File: src/ksi_pkg.sv
// ----------------------------------------------------------------------------
// ksi_pkg
// Types, constants and helpers shared by the segment interpolator stages.
// ----------------------------------------------------------------------------
package ksi_pkg;
  localparam logic [1:0] MODE_LINEAR = 2'd0;
  localparam logic [1:0] MODE_STEP   = 2'd1;
  localparam logic [1:0] MODE_BEZIER = 2'd2;
  localparam logic [1:0] MODE_EASE   = 2'd3;

  localparam int DIV_STEPS = 16;     // quotient bits of the fraction
  localparam int DIV_PER_STAGE = 2;  // restoring steps per divider stage
  localparam int DIV_STAGES = 8;     // ceil(16 / 2)

  // Wide signed words for control points and lerp intermediates.
  typedef logic signed [23:0] wval_t;

  // Request context that travels alongside the divider.
  typedef struct packed {
    logic [1:0]   mode;
    logic         hold;      // result is start value
    logic [1:0]   tclamp;    // 0 divide, 1 zero, 2 one
    logic signed [15:0] v0;
    logic signed [15:0] v1;
    logic signed [15:0] tout;
    logic signed [15:0] tin;
  } ctx_t;

  localparam logic [1:0] TC_DIV  = 2'd0;
  localparam logic [1:0] TC_ZERO = 2'd1;
  localparam logic [1:0] TC_ONE  = 2'd2;

  // a + rnd((b-a)*t, 16), t in 0..65536.
  function automatic wval_t lerp16(input wval_t a, input wval_t b, input logic [16:0] t);
    logic signed [42:0] p;
    begin
      p = (43'(b) - 43'(a)) * $signed({1'b0, t});
      p = p + 43'sd32768;
      lerp16 = a + wval_t'(p >>> 16);
    end
  endfunction
endpackage

File: src/ksi_divider.sv
// ----------------------------------------------------------------------------
// ksi_divider
// Pipelined restoring divider: floor(num * 65536 / den) with num < den.
// Two quotient bits per stage, context carried alongside.
// ----------------------------------------------------------------------------
module ksi_divider (
  input  logic           clk,
  input  logic           rst,
  input  logic           adv,
  input  logic           in_valid,
  input  logic [31:0]    num,
  input  logic [31:0]    den,
  input  ksi_pkg::ctx_t  in_ctx,
  output logic           out_valid,
  output logic [16:0]    quot,
  output ksi_pkg::ctx_t  out_ctx
);
  import ksi_pkg::*;

  logic [DIV_STAGES:0]        vld;
  logic [32:0]                rem [DIV_STAGES+1];
  logic [31:0]                dv  [DIV_STAGES+1];
  logic [16:0]                q   [DIV_STAGES+1];
  ctx_t                       cx  [DIV_STAGES+1];

  assign vld[0] = in_valid;
  assign rem[0] = {1'b0, num};
  assign dv[0]  = den;
  assign q[0]   = '0;
  assign cx[0]  = in_ctx;

  for (genvar s = 0; s < DIV_STAGES; s++) begin : g_stage
    logic [32:0] r_c;
    logic [16:0] q_c;
    always_comb begin
      logic [33:0] sh;
      r_c = rem[s];
      q_c = q[s];
      for (int k = 0; k < DIV_PER_STAGE; k++) begin
        if (s * DIV_PER_STAGE + k < DIV_STEPS) begin
          sh = {r_c, 1'b0};
          if (sh >= {2'b0, dv[s]}) begin
            r_c = 33'(sh - {2'b0, dv[s]});
            q_c = {q_c[15:0], 1'b1};
          end else begin
            r_c = sh[32:0];
            q_c = {q_c[15:0], 1'b0};
          end
        end
      end
    end
    // Sixteen shift-and-subtract steps give the fraction bits; num < den keeps the
    // integer part at zero.
    always_ff @(posedge clk) begin
      if (rst) begin
        vld[s+1] <= 1'b0;
      end else if (adv) begin
        vld[s+1] <= vld[s];
      end
      if (adv) begin
        rem[s+1] <= r_c;
        q[s+1]   <= q_c;
        dv[s+1]  <= dv[s];
        cx[s+1]  <= cx[s];
      end
    end
  end

  assign out_valid = vld[DIV_STAGES];
  assign quot      = q[DIV_STAGES];
  assign out_ctx   = cx[DIV_STAGES];
endmodule

File: config.mk
export PLATFORM = sky130hd
export DESIGN_NAME = ksi_divider
export DESIGN_NICKNAME = d
export VERILOG_FILES = /design/src/ksi_pkg.sv /design/src/ksi_divider.sv
export SDC_FILE = /design/constraint.sdc
export NUM_CORES = 2
export LEC_CHECK = 0
export BUFFER_PORTS_ARGS = -buffer_cell sky130_fd_sc_hd__buf_2
export CAP_MARGIN = 20
export CORE_AREA = 3 3 391 393
export DETAILED_ROUTE_END_ITERATION = 12
export DIE_AREA = 0 0 394 396
export PLACE_DENSITY_LB_ADDON = 0.3
export SETUP_SLACK_MARGIN = 0.2
export SYNTH_ARGS = -nofsm -noshare
export SYNTH_HDL_FRONTEND = slang
export SYNTH_SLANG_ARGS = --single-unit
export TNS_END_PERCENT = 20
File: constraint.sdc
create_clock -name clk -period 9.6 [get_ports clk]
set_clock_uncertainty 0.15 [all_clocks]
set_input_delay 0.96 -clock clk [delete_from_list [all_inputs] [get_ports clk]]
set_output_delay 0.96 -clock clk [all_outputs]
set_load 0.03 [all_outputs]
==> impl_table.tex <==
\begin{tabular}{lr}
\hline
Metric & Value \\
\hline
\multicolumn{2}{l}{\textbf{Worst setup path}} \\
Critical-path maximum fanout & 36 \\
WP data arrival & 8.37 ns \\
Most frequent cell on the critical path & sky130\_fd\_sc\_hd\_\_o21ai\_0 \\
Endpoint class of the critical path & flip-flop \\
Critical path class & reg2reg \\
Cells along the critical path & inv\_1 > fa\_1 > a211oi\_1 > o21ai\_0 > a21o\_1 > o21ai\_0 > o21a\_1 > o21ai\_0 > a41oi\_4 > buf\_12 > mux2\_2 > ha\_1 > o21a\_1 > o31ai\_1 > a21oi\_1 > o21ai\_1 > o221a\_2 > o31ai\_1 > nand2\_1 > a41oi\_1 > nor2\_2 > buf\_4 > mux2\_2 \\
Data required time at the worst endpoint & 9.91 ns \\
Standard cell with the maximum stage delay on the critical path & sky130\_fd\_sc\_hd\_\_a41oi\_4 \\
Worst path max stage delay & 0.70 ns \\
Startpoint type of the worst setup path & flip-flop \\
\multicolumn{2}{l}{\textbf{Synth}} \\
Most numerous cell types in the synthesized netlist & sky130\_fd\_sc\_hd\_\_edfxtp\_1, sky130\_fd\_sc\_hd\_\_ha\_1, sky130\_fd\_sc\_hd\_\_a21oi\_1, sky130\_fd\_sc\_hd\_\_inv\_1, sky130\_fd\_sc\_hd\_\_nor2\_1 \\
Number of register bits inferred by synthesis & 1,087 \\
Most frequently used cell type in the post-synthesis netlist & sky130\_fd\_sc\_hd\_\_edfxtp\_1 \\
Cell type with the largest total area after synthesis & sky130\_fd\_sc\_hd\_\_edfxtp\_1 \\
Area share of the largest cell type after synthesis & 50.3\% \\
Post-Syn Nets & 6,334 \\
Post-synth design cell area & 0.0644 mm\^{}2 \\
Count of flip-flops with a built-in enable after synthesis & 1,079 \\
Sequential area share after synthesis & around 50\% \\
Cell types with the largest area share after synthesis & sky130\_fd\_sc\_hd\_\_edfxtp\_1, sky130\_fd\_sc\_hd\_\_ha\_1, sky130\_fd\_sc\_hd\_\_mux2\_2 \\
Distinct cell type count after synthesis & 93 \\
Fraction of registers with async set or reset after synthesis & 0\% \\
Cells after Synth & 5,686 \\
Mean area per synthesized cell & $\sim$11 um\^{}2 \\
Top flip-flop cell by instance count after synthesis & sky130\_fd\_sc\_hd\_\_edfxtp\_1 \\
Total of warnings raised by yosys & 0 \\
\multicolumn{2}{l}{\textbf{Placement}} \\
Total cell area at the placement stage & 0.0675 mm\^{}2 \\
RePlAce Congestion & 0.972 \\
\# port buffers & 222 \\
Post-DP HPWL & 105,000 um \\
\multicolumn{2}{l}{\textbf{CTS}} \\
Resize count post-CTS & 0 \\
Number of buffers added for setup after CTS & 0 \\
Latest clock arrival within the worst-skew pair & about 0.74 ns \\
Count of H-tree levels built during CTS & 3 \\
Clock tree root driver cell & sky130\_fd\_sc\_hd\_\_clkbuf\_16 \\
Sinks on the clock net & about 1.1k \\
Clock-pin slew reported for the worst setup and hold paths after clock tree synthesis & 0.06 ns \\
Total CTS buffers & 113 \\
Clock tree from TritonCTS & done \\
Hold buffer count at CTS & 0 \\
CTS max path bufs & 3 \\
\multicolumn{2}{l}{\textbf{STA}} \\
Clock period minus worst slack & 8.06 ns \\
Final count of pins violating max slew & 0 \\
Slew headroom & 26.3\% \\
Tcrit/Tclk final & 84.0\% \\
Sum Neg Setup Slack & 0 ns \\
Number of hold violations in the final report & 0 \\
Actual slew at the worst max-slew pin & 1.11 ns \\
Max Clock Freq & 124 MHz \\
Count of final setup violators & 0 \\
Unrepaired setup endpoints after global routing & false \\
\multicolumn{2}{l}{\textbf{Floorplan}} \\
Starting utilization of the core area & 43.0\% \\
Die span in x & about 390 um \\
Rows & 142 \\
Vert. Die Dim & 396 um \\
Die footprint & 0.156 mm\^{}2 \\
Number of primary I/O pins & about 220 \\
Core region area & 0.150 mm\^{}2 \\
\multicolumn{2}{l}{\textbf{Global route}} \\
Wire length of the first global-routing pass & 219,000 um \\
Via count of the first global-routing pass & approximately 43k \\
Pin count of the biggest net entering global routing & roughly 200 \\
Overall global routing resource usage & roughly 17\% \\
Number of antenna violations at the first check in global routing & 0 \\
GRT Residual Overflow & 0 \\
\multicolumn{2}{l}{\textbf{Status}} \\
Result of the run & complete, no violations \\
\multicolumn{2}{l}{\textbf{Detailed routing}} \\
Residual DRC & 0 \\
1st-pass router iterations & 6 \\
Vias post-DR & 43.1k \\
Average wire length per cell after detail routing & 17.2 um \\
DR vias/cell & 5.40 \\
Remaining antenna violation count after routing & 0 \\
Detailed-route wire length & 138,000 um \\
Drt initial violations & between 2k and 2.5k \\
\multicolumn{2}{l}{\textbf{Cells and area}} \\
Share of layout cells above drive strength 1 & 12.9\% \\
Final standard cell area without fillers & $\sim$0.07 mm\^{}2 \\
Layout net count & 6,517 \\
Synth-to-layout area growth & 10.7\% \\
\multicolumn{2}{l}{\textbf{Min path}} \\
Class of the worst hold path & reg2reg \\
\multicolumn{2}{l}{\textbf{Flow run}} \\
Max-cap violation count & 0 \\
\hline
\end{tabular}
## layout by cell type (no fill, tap or decap), drive strengths merged, types with 15 or more instances in the layout
cell,Yosys,layout
and2,33,33
a21oi,461,461
and3,49,49
a211oi,50,50
a31oi,65,65
ha,503,503
buf,95,255
clkbuf,92,126
nand2,329,329
nor3,80,80
or3,22,22
o211ai,35,35
mux2,275,275
inv,392,398
o21ai,345,345
a221oi,20,20
o31ai,40,40
o21a,79,79
xnor2,281,281
edfxtp,1079,1079
mux2i,26,26
or2,22,22
nor4,15,15
nand2b,47,47
nor2,346,346
a21boi,19,19
nand4,65,65
a21o,212,212
nand3,105,105
o21bai,68,68
clkinv,0,61
nor2b,49,49
xor2,118,118
## final cells by class
cell class / instances / area, um^2
inverter: 392 / 1470
clock buffer: 126 / 2880
fill: 13622 / 78500
clock inverter: 88 / 926
sequential: 1087 / 32600
tap: 2016 / 2520
antenna: 1 / 2.50
multi-input combinational: 4020 / 29500
timing repair buffer: 255 / 1460
## registers in the layout (all words and copies together), names as in the netlist
register	flops
out_valid	1
q	56
dv	224
out_ctx	69
vld	7
quot	16
rem	231
cx	483
## per-layer routing
| layer | wire (um) | share of wire, % | GRT usage (%) |
|---|---|---|---|
| met1 | 60000 | 44 | 21.1 |
| met3 | 4270 | 3.1 | 1.82 |
| met4 | 6050 | 4.4 | 7.96 |
| met5 | 0 | 0 | 0 |
| met2 | 67200 | 49 | 30.3 |
## cell families after synthesis
| logic type | after synthesis | share of synthesized area [%] |
|---|---|---|
| AOI/OAI and AO/OA | 1583 | 15.7 |
| and+or+nand+nor | 1225 | 9.17 |
| DFF | 1087 | 50.6 |
| buffers and inverters | 579 | 3.84 |
| adders and majority gates | 511 | 10.0 |
| xor gates and xnor gates | 399 | 5.43 |
| muxes | 301 | 5.24 |
| other | 1 | 0.00582 |
## through the flow
| stage | hold slack [ns] | worst slack, ns | std cells | utilization, % |
|---|---|---|---|---|
| after floorplan | 0.250 | 3.11 | 5686 | - |
| after global placement | 0.250 | 1.48 | 7769 | 45.1 |
| after detailed placement | 0.255 | 1.52 | 7769 | 45.1 |
| after CTS | 0.157 | 1.45 | 7983 | 47.6 |
| after global routing | 0.192 | 1.01 | 7984 | 47.6 |
| final | 0.220 | 1.54 | 7985 | 47.6 |
## worst max-delay path: cells and delay by family (launching register included)
kind / cells / cell delay (ns)
compound gates: 14 / 4.55
buf+inv: 3 / 0.71
flops: 1 / 0.54
mux: 2 / 0.70
fa+ha+maj: 2 / 0.85
simple gates: 2 / 0.21
## path summary, 6_finish.rpt
check,start,to,slack (ns),cells past startpoint
worst min-delay path,cx[536],cx[467],0.22,0
worst max register to register,dv[128],rem[102],1.54,23
worst max-delay path,dv[128],rem[102],1.54,23
worst min register to register,cx[536],cx[467],0.22,0
Power is not shown: default switching activity piles up to over one toggle a cycle in this logic, so the estimate is an artifact.
